## config.mk

```make
export PLATFORM = sky130hd
export DESIGN_NAME = palette_fade_sequencer_flat
export DESIGN_NICKNAME = d
export VERILOG_FILES = /design/src/rtl/core/pfs_pkg.sv /design/src/rtl/core/pfs_in_if.sv /design/src/rtl/core/pfs_out_if.sv /design/src/rtl/core/pfs_div.sv /design/src/rtl/core/palette_fade_sequencer.sv /design/src/flat_wrapper.sv
export SDC_FILE = /design/constraint.sdc
export NUM_CORES = 1
export LEC_CHECK = 0
export ABC_AREA = 1
export ABC_CLOCK_PERIOD_IN_PS = 13350
export BUFFER_PORTS_ARGS = -buffer_cell sky130_fd_sc_hd__clkbuf_2
export CORE_MARGIN = 10
export CORE_UTILIZATION = 55
export DETAILED_ROUTE_END_ITERATION = 10
export GPL_TIMING_DRIVEN = 1
export HOLD_SLACK_MARGIN = 0.15
export MAX_ROUTING_LAYER = met4
export PLACE_DENSITY_LB_ADDON = 0.15
export SLEW_MARGIN = 20
export SYNTH_ARGS = -nofsm -noshare
export SYNTH_HDL_FRONTEND = slang
export SYNTH_HIERARCHICAL = 1
export SYNTH_SLANG_ARGS = --single-unit
```

## constraint.sdc

```tcl
create_clock -name clk -period 13.35 [get_ports clk]
set_input_delay 2.67 -clock clk [delete_from_list [all_inputs] [get_ports clk]]
set_output_delay 2.67 -clock clk [all_outputs]
set_load 0.05 [all_outputs]
```

## src/rtl/core/pfs_pkg.sv

```systemverilog
// ----------------------------------------------------------------------------
// pfs_pkg
// Types, widths and codes shared by the palette fade sequencer.
// ----------------------------------------------------------------------------
package pfs_pkg;

  localparam int TABLE_DEPTH = 32;
  localparam int SLOT_W      = $clog2(TABLE_DEPTH);
  localparam int COLOR_W     = 12;
  localparam int NIB_W       = 4;
  localparam int STEPS_W     = 6;
  localparam int PEN_W       = 3;
  localparam int CH_N        = 3;
  localparam int NUM_W       = 10;
  localparam int QUO_W       = 5;
  localparam int CNT_W       = $clog2(QUO_W);

  localparam logic [NIB_W-1:0] NIB_MAX = 4'hF;

  localparam logic [1:0] FUNC_LOAD  = 2'd0;
  localparam logic [1:0] FUNC_START = 2'd1;
  localparam logic [1:0] FUNC_TICK  = 2'd2;

  typedef logic [NUM_W-1:0]  num_t;
  typedef num_t [CH_N-1:0]   num_vec_t;
  typedef logic [QUO_W-1:0]  quo_t;
  typedef quo_t [CH_N-1:0]   quo_vec_t;

  typedef struct packed {
    logic [1:0]         func;
    logic [SLOT_W-1:0]  entry_index;
    logic [COLOR_W-1:0] entry_color;
    logic [STEPS_W-1:0] entry_steps;
    logic               entry_is_final;
    logic [PEN_W-1:0]   pen;
    logic [COLOR_W-1:0] resting_color;
  } pfs_in_t;

  typedef struct packed {
    logic [PEN_W-1:0] pen_out;
    logic [NIB_W-1:0] red;
    logic [NIB_W-1:0] green;
    logic [NIB_W-1:0] blue;
    logic [NIB_W-1:0] dark_red;
    logic [NIB_W-1:0] dark_green;
    logic [NIB_W-1:0] dark_blue;
    logic             finished;
  } pfs_out_t;

endpackage

```

## src/rtl/core/pfs_in_if.sv

```systemverilog
// ----------------------------------------------------------------------------
// pfs_in_if
// Request channel into the palette fade sequencer: valid, ready, payload.
// ----------------------------------------------------------------------------
interface pfs_in_if import pfs_pkg::*; ();
  logic    valid;
  logic    ready;
  pfs_in_t data;

  modport source(output valid, output data, input ready);
  modport sink(input valid, input data, output ready);
endinterface

```

## src/rtl/core/pfs_out_if.sv

```systemverilog
// ----------------------------------------------------------------------------
// pfs_out_if
// Result channel out of the palette fade sequencer: valid, ready, payload.
// ----------------------------------------------------------------------------
interface pfs_out_if import pfs_pkg::*; ();
  logic     valid;
  logic     ready;
  pfs_out_t data;

  modport source(output valid, output data, input ready);
  modport sink(input valid, input data, output ready);
endinterface

```

## src/rtl/core/pfs_div.sv

```systemverilog
// ----------------------------------------------------------------------------
// pfs_div
// Three-channel restoring divider sharing one divisor, one quotient bit
// per cycle; done is high for a single cycle, registered with the last bit.
// ----------------------------------------------------------------------------
module pfs_div import pfs_pkg::*; (
  input  logic               clk,
  input  logic               rst,
  input  logic               start,
  input  num_vec_t           num,
  input  logic [STEPS_W-1:0] den,
  output quo_vec_t           quo,
  output logic               done
);

  num_vec_t           rem;
  num_vec_t           rem_next;
  logic [CH_N-1:0]    qbit;
  logic [STEPS_W-1:0] den_q;
  logic [CNT_W-1:0]   cnt;
  logic               busy;
  logic [NUM_W:0]     shifted;

  always_comb begin
    shifted = {{(NUM_W + 1 - STEPS_W){1'b0}}, den_q} << cnt;
    for (int c = 0; c < CH_N; c++) begin
      if ({1'b0, rem[c]} >= shifted) begin
        rem_next[c] = rem[c] - shifted[NUM_W-1:0];
        qbit[c]     = 1'b1;
      end else begin
        rem_next[c] = rem[c];
        qbit[c]     = 1'b0;
      end
    end
  end

  always_ff @(posedge clk) begin
    if (rst) begin
      busy <= 1'b0;
      done <= 1'b0;
      cnt  <= '0;
    end else begin
      done <= busy && !start && (cnt == '0);
      if (start) begin
        rem   <= num;
        den_q <= den;
        cnt   <= CNT_W'(QUO_W - 1);
        busy  <= 1'b1;
      end else if (busy) begin
        for (int c = 0; c < CH_N; c++) begin
          rem[c] <= rem_next[c];
          quo[c] <= {quo[c][QUO_W-2:0], qbit[c]};
        end
        if (cnt == '0) begin
          busy <= 1'b0;
        end else begin
          cnt <= cnt - 1'b1;
        end
      end
    end
  end

endmodule

```

## src/rtl/core/palette_fade_sequencer.sv

```systemverilog
// ----------------------------------------------------------------------------
// palette_fade_sequencer
// Plays a keyframe table on one palette pen, one interpolated color per
// frame tick, with a one-darker companion shade.
// ----------------------------------------------------------------------------
//  channel  role    payload
//  cmd      sink    func, entry_index/color/steps/is_final, pen, resting_color
//  res      source  pen_out, red/green/blue, dark_red/green/blue, finished
//
//  Load and start requests are done when accepted and give no result; a tick
//  opening a new span passes FETCH, MUL, DIV and PUT, one inside a span MUL,
//  DIV and PUT, a closing tick PUT only. The five-step restoring divider runs in DIV.
//  One request is in work at a time; cmd.ready is held low until its result
//  sits in the output register. rst is synchronous; the table is not cleared.
// ----------------------------------------------------------------------------
module palette_fade_sequencer import pfs_pkg::*; (
  input  logic     clk,
  input  logic     rst,
  pfs_in_if.sink   cmd,
  pfs_out_if.source res
);

  typedef enum logic [2:0] {ST_IDLE, ST_FETCH, ST_MUL, ST_DIV, ST_PUT} state_t;

  typedef struct packed {
    logic               final_key;
    logic [STEPS_W-1:0] steps;
    logic [COLOR_W-1:0] color;
  } key_t;

  localparam logic [QUO_W-1:0] DITHER [CH_N] = '{5'd1, 5'd0, 5'd2};

  key_t key_mem [TABLE_DEPTH];
  key_t rd_q;

  state_t             state;
  logic               running;
  logic               fresh_start;
  logic [SLOT_W-1:0]  slot_pos;
  logic [STEPS_W-1:0] tick_in_span;
  logic [STEPS_W-1:0] span_len;
  logic [COLOR_W-1:0] from_color;
  logic [COLOR_W-1:0] to_color;
  logic               closing;
  logic [COLOR_W-1:0] home_color;
  logic [PEN_W-1:0]   active_pen;
  logic               fin;
  logic               out_valid;
  pfs_out_t           out_data;
  num_vec_t           num;
  logic               div_start;
  logic               div_done;
  quo_vec_t           quo;

  logic               cmd_acc;
  logic [SLOT_W-1:0]  f_slot;
  logic [STEPS_W-1:0] f_tick;
  logic [STEPS_W-1:0] f_span;
  logic [COLOR_W-1:0] f_to;
  logic               f_closing;
  logic [STEPS_W:0]   tick_inc;
  logic               span_over;
  logic               rd_en;
  logic [STEPS_W-1:0] left_ticks;
  logic [NIB_W-1:0]   sat [CH_N];

  assign cmd.ready = (state == ST_IDLE);
  assign cmd_acc   = cmd.valid && cmd.ready;
  assign res.valid = out_valid;
  assign res.data  = out_data;

  always_comb begin
    f_slot    = fresh_start ? '0 : slot_pos;
    f_tick    = fresh_start ? '0 : tick_in_span;
    f_span    = fresh_start ? '0 : span_len;
    f_to      = fresh_start ? home_color : to_color;
    f_closing = fresh_start ? 1'b0 : closing;
    tick_inc  = {1'b0, f_tick} + 1'b1;
    span_over = tick_inc > {1'b0, f_span};
    rd_en     = cmd_acc && (cmd.data.func == FUNC_TICK) && running && span_over &&
                !f_closing;
    left_ticks = span_len - tick_in_span;
    for (int c = 0; c < CH_N; c++) begin
      sat[c] = (quo[c] > quo_t'(NIB_MAX)) ? NIB_MAX : quo[c][NIB_W-1:0];
    end
  end

  // table memory: write on load, registered read for the tick
  always_ff @(posedge clk) begin
    if (cmd_acc && (cmd.data.func == FUNC_LOAD)) begin
      key_mem[cmd.data.entry_index] <= '{
        final_key: cmd.data.entry_is_final,
        steps:     (cmd.data.entry_steps == '0) ? STEPS_W'(1) : cmd.data.entry_steps,
        color:     cmd.data.entry_color
      };
    end
    if (rd_en) begin
      rd_q <= key_mem[f_slot];
    end
  end

  always_ff @(posedge clk) begin
    if (rst) begin
      state        <= ST_IDLE;
      running      <= 1'b0;
      fresh_start  <= 1'b1;
      slot_pos     <= '0;
      tick_in_span <= '0;
      span_len     <= '0;
      from_color   <= '0;
      to_color     <= '0;
      closing      <= 1'b0;
      home_color   <= '0;
      active_pen   <= '0;
      fin          <= 1'b0;
      out_valid    <= 1'b0;
      div_start    <= 1'b0;
    end else begin
      div_start <= (state == ST_MUL);
      if (out_valid && res.ready && (state != ST_PUT)) begin
        out_valid <= 1'b0;
      end
      case (state)
        ST_IDLE: begin
          if (cmd_acc && (cmd.data.func == FUNC_START)) begin
            active_pen  <= cmd.data.pen;
            home_color  <= cmd.data.resting_color;
            running     <= 1'b1;
            fresh_start <= 1'b1;
            closing     <= 1'b0;
          end else if (cmd_acc && (cmd.data.func == FUNC_TICK) && running) begin
            slot_pos    <= f_slot;
            span_len    <= f_span;
            to_color    <= f_to;
            if (span_over) begin
              from_color   <= f_to;
              tick_in_span <= STEPS_W'(1);
              if (f_closing) begin
                running     <= 1'b0;
                closing     <= 1'b0;
                fresh_start <= 1'b1;
                fin         <= 1'b1;
                state       <= ST_PUT;
              end else begin
                fresh_start <= 1'b0;
                closing     <= f_closing;
                fin         <= 1'b0;
                state       <= ST_FETCH;
              end
            end else begin
              fresh_start  <= 1'b0;
              closing      <= f_closing;
              fin          <= 1'b0;
              tick_in_span <= tick_inc[STEPS_W-1:0];
              state        <= ST_MUL;
            end
          end
        end
        ST_FETCH: begin
          span_len <= (rd_q.steps == '0) ? STEPS_W'(1) : rd_q.steps;
          to_color <= rd_q.final_key ? home_color : rd_q.color;
          closing  <= rd_q.final_key;
          slot_pos <= slot_pos + 1'b1;
          state    <= ST_MUL;
        end
        ST_MUL: begin
          for (int c = 0; c < CH_N; c++) begin
            num[c] <= NUM_W'(to_color[COLOR_W-1-NIB_W*c -: NIB_W] * tick_in_span) +
                      NUM_W'(from_color[COLOR_W-1-NIB_W*c -: NIB_W] * left_ticks) +
                      NUM_W'(DITHER[c]);
          end
          state <= ST_DIV;
        end
        ST_DIV: begin
          if (div_done) begin
            state <= ST_PUT;
          end
        end
        ST_PUT: begin
          if (!out_valid || res.ready) begin
            out_valid        <= 1'b1;
            out_data.pen_out <= active_pen;
            out_data.finished <= fin;
            if (fin) begin
              out_data.red        <= '0;
              out_data.green      <= '0;
              out_data.blue       <= '0;
              out_data.dark_red   <= '0;
              out_data.dark_green <= '0;
              out_data.dark_blue  <= '0;
            end else begin
              out_data.red        <= sat[0];
              out_data.green      <= sat[1];
              out_data.blue       <= sat[2];
              out_data.dark_red   <= sat[0] - 1'b1;
              out_data.dark_green <= sat[1] - 1'b1;
              out_data.dark_blue  <= sat[2] - 1'b1;
            end
            state <= ST_IDLE;
          end
        end
        default: begin
          state <= ST_IDLE;
        end
      endcase
    end
  end

  pfs_div u_div (
    .clk   (clk),
    .rst   (rst),
    .start (div_start),
    .num   (num),
    .den   (span_len),
    .quo   (quo),
    .done  (div_done)
  );

  a_mul_span: assert property (@(posedge clk) disable iff (rst)
    (state == ST_MUL) |-> (span_len != '0) && (tick_in_span != '0) &&
                          (tick_in_span <= span_len))
    else $error("tick position outside span at interpolation");

  a_done_div: assert property (@(posedge clk) disable iff (rst)
    div_done |-> (state == ST_DIV))
    else $error("divider finished outside divide state");

  a_load_idle: assert property (@(posedge clk) disable iff (rst)
    (cmd_acc && (cmd.data.func == FUNC_LOAD)) |=> (state == ST_IDLE))
    else $error("load request left the idle state");

  a_fin_zero: assert property (@(posedge clk) disable iff (rst)
    (out_valid && out_data.finished) |->
      (out_data.red == '0) && (out_data.green == '0) && (out_data.blue == '0))
    else $error("finished result carries a color");

endmodule
```

## src/flat_wrapper.sv

```systemverilog
// flat-port wrapper written by rule: the top's interface ports become plain ports
module palette_fade_sequencer_flat import pfs_pkg::*;
  (clk, rst, cmd_valid, cmd_data, cmd_ready, res_valid, res_data, res_ready);
  pfs_in_if cmd_i ();
  pfs_out_if res_i ();
  input  logic clk;
  input  logic rst;
  input wire logic [$bits(cmd_i.valid)-1:0] cmd_valid;
  input wire logic [$bits(cmd_i.data)-1:0] cmd_data;
  output wire logic [$bits(cmd_i.ready)-1:0] cmd_ready;
  output wire logic [$bits(res_i.valid)-1:0] res_valid;
  output wire logic [$bits(res_i.data)-1:0] res_data;
  input wire logic [$bits(res_i.ready)-1:0] res_ready;
  assign cmd_i.valid = cmd_valid;
  assign cmd_i.data = cmd_data;
  assign cmd_ready = cmd_i.ready;
  assign res_valid = res_i.valid;
  assign res_data = res_i.data;
  assign res_i.ready = res_ready;
  palette_fade_sequencer u_core (.clk(clk), .rst(rst), .cmd(cmd_i), .res(res_i));
endmodule
```

=== Word-level counts from Yosys, hierarchy flattened ===
Memories as Yosys holds them, arrays and structs flattened. A register that Yosys moved wholly into a read port is not among the register bits.
Cells that the tools add are included.

* Bits in registers: 179
* Memories kept: 1
* Memory bits (writable): 608
* Output and inout port bits: 30
* Logic and storage cells: 188
* Input port bits: 45

{| class="wikitable"
|+ Memory list
! name !! depth !! width !! rd ports !! clocked after Yosys merged registers in !! wr ports !! RTL line !! text
|-
| u_core.key_mem || 32 || 19 || 1 || 1 || 1 || palette_fade_sequencer.sv:33 || <nowiki>key_t key_mem [TABLE_DEPTH];</nowiki>
|}

* Multiplexer cells: 59
* Shift-type cells: 1
* Reductions and logical operators: 46
* Order comparisons: 7
* Bitwise operators: 4
* Add/sub/neg operators: 15
* Eq/ne operators: 13
* $mul: 6

{| class="wikitable"
|+ Operator list
! operator !! count
|-
| $mul 4x6->10 || 6
|-
| $mux 30 || 2
|-
| $mux 12 || 4
|-
| $mux 6 || 7
|-
| $ge 10x11->1 || 3
|-
| $add 10x10->10 || 3
|-
| $mux 10 || 3
|-
| $sub 10x10->10 || 3
|-
| $mux 3 || 9
|-
| $pmux 12 s2 || 1
|-
| $mux 1 || 23
|-
| $reduce_and 3->1 || 7
|-
| $reduce_bool 2->1 || 8
|-
| $gt 5x4->1 const B || 3
|-
| $mux 5 || 3
|-
| $pmux 3 s5 || 1
|-
| $reduce_and 2->1 || 7
|-
| $logic_not 6->1 || 2
|-
| $mux 4 || 3
|-
| $pmux 6 s2 || 1
|-
| $reduce_and 4->1 || 3
|-
| $sub 4x1->4 const B || 3
|-
| $logic_and 1x1->1 || 11
|-
| $shl 6x3->11 || 1
|-
| other kinds (23) || 34
|}

=== Depth between registers and ports, before layout ===
Gate-level depths: netlist of run 1.

* Depth after elaboration: 7
* Mapped depth: 25
* Gate-level depth less buffers: 23

=== By module ===
The synthesis of run 1 kept the hierarchy.

{| class="wikitable"
|+ Modules (own cells, without submodules)
! module !! cells an instance !! area each (sq um) !! seq. area each (sq um) !! times used
|-
| palette_fade_sequencer || 3,552 || 36,192.2 || 21,871.0 || 1
|-
| pfs_div || 483 || 3,862.5 || 1,631.6 || 1
|}

=== Least setup slack after synthesis of run 1 ===
OpenSTA, ideal clock, no wires.

* Path type: input port to flip-flop
* Start: input port rst
* End: register u_core/num[0] in the netlist's numbering, enable pin
* Setup time: 493 ps
* Data required time: 12,857 ps
* Path slack: 7,114 ps
* Arrival: 5,743 ps
* Path buffers: 1
* Stages: 2
* Cells stage by stage: clkbuf_1 > nor4_1

* Word-level cells in the longest chain between the ends: 2

{| class="wikitable"
|+ RTL lines
! item !! RTL line !! text
|-
| start, declared || flat_wrapper.sv:7 || <nowiki>input logic rst;</nowiki>
|-
| $not 1->1 (no source line) || -- ||
|-
| $reduce_and 2->1 (no source line) || -- ||
|-
| end signal, assigned by index || palette_fade_sequencer.sv:168 || <nowiki>num[c] <= NUM_W'(to_color[COLOR_W-1-NIB_W*c -: NIB_W] * tick_in_span) +</nowiki>
|-
| end, declared || palette_fade_sequencer.sv:50 || <nowiki>num_vec_t num;</nowiki>
|}

No other way between the ends.
A chain may end at the register's enable or synchronous reset.

=== Worst setup path in the final report of run 1 ===
* Start: register u_core.tick_in_span[2]
* End: register u_core/num[28] in the netlist's numbering, data pin

* Word-level cells in the longest chain between the ends: 4
* Elaborated cells between the ends (all ways): 5
* Classes of those cells: 3 x add/sub; 2 x mul

{| class="wikitable"
|+ RTL lines
! item !! RTL line !! text
|-
| start, declared || palette_fade_sequencer.sv:40 || <nowiki>logic [STEPS_W-1:0] tick_in_span;</nowiki>
|-
| start signal, assigned || palette_fade_sequencer.sv:154 || <nowiki>tick_in_span <= tick_inc[STEPS_W-1:0];</nowiki>
|-
| $sub 6x6->6 || palette_fade_sequencer.sv:82 || <nowiki>left_ticks = span_len - tick_in_span;</nowiki>
|-
| $mul 4x6->10 || palette_fade_sequencer.sv:169 || <nowiki>NUM_W'(from_color[COLOR_W-1-NIB_W*c -: NIB_W] * left_ticks) +</nowiki>
|-
| $add 10x10->10 (*) || palette_fade_sequencer.sv:168 ||
|-
| $add 10x2->10 (*) || palette_fade_sequencer.sv:169 ||
|}

Every way passes the cells marked *; elsewhere a longest branch is shown, timed or not.

==> impl_metrics.toml, run 1 <==
[die]
die_h_um = 290
io_pins = 75
dieArea_sq_um = 84000
initial_utilization = 0.557
fp.dieW_um = 290
core_area_sq_um = 71900
placementRows = 98

[sta]
setup_viol = 0
finClkSkew_ps = 49.5
fmax_mhz = 171
tightest_slew_ps = 1060
rsz0062_at_grt = "no"
slew_headroom = 0.290
slew_violations = 0
fin_crit_ps = 5860
fin_setup_tns_ps = 0
period_share = 0.439
hold_viol = 0

[power]
vdd_drop_max_mv = 0.122
powerDensity_nw_per_um2 = 139
leakage_uw = 0.0187
power.total_uw = 6150

[yosys]
synth_nets = 4286
async_flop_share = 0
ys.flop_type = "edfxtp_1"
synth_edf_count = 736
ys_seq_area_frac = 0.587
netlist_area_sq_um = 40100
ys_warn_count = 6
syn_avg_cell_area_sq_um = 9.93
yosys_register_bits = 806
synth.distinct_cells = 47
synthCells = 4035

[routing]
routed_wl_mm = 97.0
vias = 27500
vias_per_cell = 5.42
drt_pass1_iterations = 6
antenna_left = 0
drc = 0
wl_per_cell_um = 19.1
drt_iter0_drc = 2418

[cells_and_area]
fin_area_sq_um = 44200
seqCellArea_sq_um = 23500
final_cells = 5073
layout-drive-gt1-share = 0.0823
area_delta_synth_final_pct = 10.2
multi_input_area_sq_um = 13700
nets = 4301
n_fill_cell = 5888

[min_path]
hold_path_class = "flip-flop to flip-flop"

[placement]
dp.cells = 4912
dpl-instance-area_sq_um = 41200
port_buffers = 74
gp_congestion = 0.910
dp_hpwl_mm = 60.5

[worst_setup_path]
cp_slowest_cell = "dfxtp_1"
cp.required_ps = 13710
crit_top_cell = "nand2_1"
cpPeakStageDelay_ps = 790
critPathTopFamily = "adder cells"
crit_type = "flip-flop to flip-flop"
critPathCaptureType = "flip-flop"
critPathMaxFanout = 17
crit_arrival_ps = 6220
timing.critical_path.buf_inv = 4
crit_chain = "inv_1 -> ha_1 -> nand2_1 -> nand2_1 -> a31oi_1 -> or2_2 -> nand2_1 -> inv_1 -> nand2_1 -> fa_1 -> fa_1 -> inv_1 -> fa_1 -> inv_1 -> fa_1 -> fa_1 -> o21ai_0 -> nand2_1 -> nand2_1 -> a21oi_1 -> xnor2_1"
start_kind = "flip-flop"

[grt]
grt_max_degree = 105
grt_pass1_vias = 26200
antenna_found_initial = 0
grtUsageTotal = 0.233
grt-ovfl-total = 0
grt_pass1_wl_mm = 151

[clocking]
clock_sinks = 806
cts.clk_slew.worst_paths_ps = 60
post-cts-setup-buffer-count = 0
h-tree-depth = 3
cts_tree = "done"
clk_latency_ps = 650
cts_buffer_depth = 3
cts_hold_buf = 0
cts_root_buf = "clkbuf_16"
ctsResizeCount = 0
numCtsBuffers = 86

[status]
status = "complete, no violations"

[flow_run]
cap_violations = 0
cell usage after synthesis, drive strengths merged (5+ instances only):
cell | count | area [sq um]
a211oi | 9 | 67.6
dfxtp | 70 | 1400
nand3b | 5 | 37.5
nand2 | 1177 | 4460
edfxtp | 736 | 22100
nand3 | 362 | 1820
a31oi | 7 | 43.8
nand4 | 18 | 113
a21oi | 79 | 407
ha | 109 | 1360
nor2 | 283 | 1080
o21ai | 92 | 475
clkbuf | 86 | 323
xor2 | 12 | 105
mux2i | 13 | 130
xnor2 | 22 | 193
inv | 566 | 2130
nor3 | 23 | 115
o211ai | 118 | 891
or2 | 19 | 121
fa | 97 | 1940
buf | 111 | 603
report_power, final:
part           switching, uW  internal [uW]  leakage (uW)
logic                    520            220        0.0101
registers                110           2860       0.00719
clock network            995           1440       0.00140
total                   1630           4520        0.0187
logic make-up (layout without fill, tap and decap cells):
| logic type | count (synthesis) | after routing | synth area share |
|---|---|---|---|
| xor gates and xnor gates | 34 | 34 | 0.00743 |
| buffers and inverters | 765 | 851 | 0.0765 |
| AOI/OAI and AO/OA | 316 | 316 | 0.0491 |
| adders and majority gates | 206 | 206 | 0.0825 |
| DFF | 806 | 806 | 0.587 |
| other | 0 | 2 | 0 |
| and+or+nand+nor | 1895 | 1895 | 0.194 |
| muxes | 13 | 13 | 0.00325 |
area by class of cell:
cell class / instances / area share
well taps: 950 / 0.0269
flip-flops and latches: 806 / 0.532
clock inverters: 47 / 0.0138
multi-input cells: 2464 / 0.309
diodes: 2 / 0.000113
inverters: 568 / 0.0486
repair buffers: 124 / 0.0169
clock buffers: 112 / 0.0522
registers in the layout (all words and copies together) (netlist names), 5 cells and up:
signal / flops
u_core/span_len: 6
u_core/u_div/den_q: 6
u_core/key_mem: 608
u_core/slot_pos: 5
u_core/home_color: 12
u_core/to_color: 12
u_core/u_div/quo: 15
u_core/num: 30
u_core/rd_q: 19
u_core/from_color: 12
u_core/tick_in_span: 6
u_core/res.data: 28
u_core/u_div/rem: 30
worst paths after layout:
kind	startpoint	endpoint	slack, ps	cells past startpoint
max	u_core/tick_in_span[2]$_SDFFE_PP0P_	u_core/num[28]$_DFFE_PP_	7490	21
min	u_core/active_pen[2]$_SDFFE_PP0P_	u_core/res.data[27]$_DFFE_PP_	440	0
max reg2reg	u_core/tick_in_span[2]$_SDFFE_PP0P_	u_core/num[28]$_DFFE_PP_	7490	21
min reg2reg	u_core/active_pen[2]$_SDFFE_PP0P_	u_core/res.data[27]$_DFFE_PP_	440	0
layer usage:
| metal | routed length [um] | part of all wire | GRT usage |
|---|---|---|---|
| met1 | 41600 | 0.43 | 0.302 |
| met2 | 45800 | 0.47 | 0.371 |
| met3 | 6560 | 0.068 | 0.0359 |
| met4 | 3050 | 0.031 | 0.0830 |
| met5 | 0 | 0 | - |
per-stage QoR:
step	utilization	setup slack [ps]	hold slack [ps]
final	0.615	7490	435
after global routing	0.614	7040	441
after CTS	0.614	7490	431
after detailed placement	0.574	7510	416
after global placement	0.574	7590	408
after floorplan	-	7110	403
worst reg2reg max path, delay by kind of cell, from the launching register on:
family	cells	cell delay [ps]
flip-flops	1	790
adder cells (fa/ha/maj)	6	2900
buffers and inverters	4	450
AND/OR/NAND/NOR	7	810
XOR/XNOR	1	120
AO/OA/AOI/OAI	3	550
layout by cell type (no fill, tap or decap), types with 13 or more instances in the layout:
cell	netlist	layout
a21oi_1	76	76
buf_4	11	50
clkbuf_1	86	22
clkbuf_16	0	88
clkbuf_2	0	74
clkinv_1	2	16
dfxtp_1	70	69
edfxtp_1	736	736
fa_1	97	97
ha_1	109	109
inv_1	555	554
mux2i_1	13	13
nand2_1	1166	1166
nand3_1	361	361
nand4_1	18	18
nor2_1	278	243
nor2_2	4	31
nor3_1	23	22
o211ai_1	117	117
o21ai_0	79	79
or2_2	14	14
xnor2_1	22	22
Power figures use the tool's default switching activity.
==> run 2, diff against run 1 <==
--- a/config.mk
+++ b/config.mk
@@ -6,7 +6,7 @@
 export NUM_CORES = 1
 export LEC_CHECK = 0
 export ABC_AREA = 1
-export ABC_CLOCK_PERIOD_IN_PS = 13350
+export ABC_CLOCK_PERIOD_IN_PS = 5110
 export BUFFER_PORTS_ARGS = -buffer_cell sky130_fd_sc_hd__clkbuf_2
 export CORE_MARGIN = 10
 export CORE_UTILIZATION = 55
==> constraint.sdc (replaced) <==
create_clock -name clk -period 5.11 [get_ports clk]
set_input_delay 1.022 -clock clk [delete_from_list [all_inputs] [get_ports clk]]
set_output_delay 1.022 -clock clk [all_outputs]
set_load 0.05 [all_outputs]
==> impl_metrics.toml, run 2 (synthesis results as in run 1) <==
[cells_and_area]
fin_area_sq_um = 44200
final_cells = 5096
layout_common_cells = "nand2_1 (1164), edfxtp_1 (736), inv_1 (554)"
layout-drive-gt1-share = 0.0905
top_regs = "u_core/key_mem: 608 flops, u_core/num: 30 flops, u_core/u_div/rem: 30 flops"
area_delta_synth_final_pct = 10.4
layout_commonest_cell = "nand2_1"
nets = 4322
regMostFlops = "u_core/key_mem"
largest_reg_flops = 608

[die]
core_area_sq_um = 71900
fp.dieW_um = 290
dieArea_sq_um = 84000
initial_utilization = 0.557
placementRows = 98
die_h_um = 290
io_pins = 75

[clocking]
h-tree-depth = 3
cts.clk_slew.worst_paths_ps = 60
cts_buffer_depth = 3
numCtsBuffers = 86
cts_tree = "done"
clk_latency_ps = 660
clock_sinks = 806
cts_hold_buf = 0
cts_root_buf = "clkbuf_16"

[sta]
tightest_slew_ps = 1030
finalWorstSetupSlack_ps = 228
fin_setup_tns_ps = 0
finClkSkew_ps = 41.4
slew_headroom = 0.307
setup_viol = 0
fin_crit_ps = 4880
period_share = 0.955
fmax_mhz = 205
slew_violations = 0
hold_viol = 0

[placement]
dpl-instance-area_sq_um = 41400
port_buffers = 74
gp_congestion = 0.865
dp_slack_ps = -53.7
dp_hpwl_mm = 60.7
dp.cells = 4933

[routing]
antenna_left = 0
drt_iter0_drc = 2543
routed_wl_mm = 96.2
wl_per_cell_um = 18.9
vias_per_cell = 5.40
drc = 0
drt_pass1_iterations = 6
vias = 27500

[power]
leakage_uw = 0.0188
power.total_uw = 15800
powerDensity_nw_per_um2 = 357
vdd_drop_max_mv = 0.389

[worst_setup_path]
critPathMaxFanout = 6
r2r_start = "u_core/span_len[0]$_SDFFE_PP0P_"
r2r_cells = 19
start_kind = "flip-flop"
crit_arrival_ps = 5250
critPathCaptureType = "flip-flop"
r2r_slack_ps = 230
cp.required_ps = 5480
crit_type = "flip-flop to flip-flop"
r2r_end = "u_core/num[27]$_DFFE_PP_"

[flow_run]
cap_violations = 0

[grt]
grt_max_degree = 210
grt_pass1_wl_mm = 150
antenna_found_initial = 3
grtUsageTotal = 0.232
grt_pass1_vias = 26200
grt-ovfl-total = 0

[min_path]
min-delay-start = "u_core/active_pen[1]$_SDFFE_PP0P_"
whs_endpoint = "u_core/res.data[26]$_DFFE_PP_"
hold_path_class = "flip-flop to flip-flop"
hold_depth = 0

[status]
status = "complete, no violations"
## run 2: cell types whose count changed in the layout (fill, tap and decap cells not counted), moves of 3 or more
cell	before	now
o21ai_0	79	75
buf_4	50	65
bufinv_16	11	4
clkinv_2	12	21
nor2_2	31	36
buf_12	0	5
clkbuf_1	22	18
nor2_4	9	5
clkbuf_8	1	4
## run 2: per-stage QoR
| step | hold WS (ps) | utilization |
|---|---|---|
| final | 431 | 0.616 |
| after CTS | 428 | 0.615 |
| after detailed placement | 420 | 0.577 |
| after floorplan | 403 | - |
| after global placement | 409 | 0.577 |
| after global routing | 451 | 0.616 |
## run 2: per-layer routing
layer,part of all wire,track usage,vias up
li1,-,-,13300
met1,0.42,0.300,13200
met2,0.48,0.377,880
met3,0.068,0.0348,155
met4,0.026,0.0673,0
met5,0,-,-
## run 2: final cells by class
type / count / area [sq um]
Antenna cell: 2 / 5.00
Clock buffer: 108 / 2270
Clock inverter: 53 / 452
Fill cell: 5878 / 27600
Inverter: 568 / 2140
Multi-Input combinational cell: 2464 / 13700
Sequential cell: 806 / 23500
Tap cell: 950 / 1190
Timing Repair Buffer: 145 / 970
## run 2: worst max-delay path by stage
stage                                              from                        to  depth (start not counted)
floorplan           u_core/tick_in_span[2]$_SDFFE_PP0P_  u_core/num[28]$_DFFE_PP_                         22
global placement    u_core/tick_in_span[2]$_SDFFE_PP0P_  u_core/num[28]$_DFFE_PP_                         21
detailed placement  u_core/tick_in_span[2]$_SDFFE_PP0P_  u_core/num[28]$_DFFE_PP_                         21
CTS                 u_core/tick_in_span[2]$_SDFFE_PP0P_  u_core/num[27]$_DFFE_PP_                         22
global route        u_core/tick_in_span[3]$_SDFFE_PP0P_   u_core/num[9]$_DFFE_PP_                         22
finish                  u_core/span_len[0]$_SDFFE_PP0P_  u_core/num[27]$_DFFE_PP_                         19
## run 2: where the power goes
part           leakage (uW)  switching, uW  total [uW]  internal [uW]
Combinational        0.0103           1410        2110            694
Sequential          0.00719            264        7740           7470
Clock               0.00134           2580        5970           3390
Total                0.0188           4260       15800          11600
## run 2: critical path: stages, from the launching register on
cell and delay, ps:
dfxtp_1 330, inv_1 60, ha_1 200, fa_2 380, xnor2_1 190, buf_4 180, nand2_1 70, fa_1 480
fa_1 550, inv_1 60, fa_1 540, inv_1 60, fa_1 590, inv_1 60, ha_1 290, nand3_1 80
nand2_1 100, a21o_1 160, a21oi_1 160, xnor2_1 90
## run 2: repair_timing
action,4_1_cts,5_1_grt
endpoints found under the setup margin,1,11
setup buffers,0,0
gates resized for setup,2,15
hold endpoints to repair,0,0
pin swaps,0,1
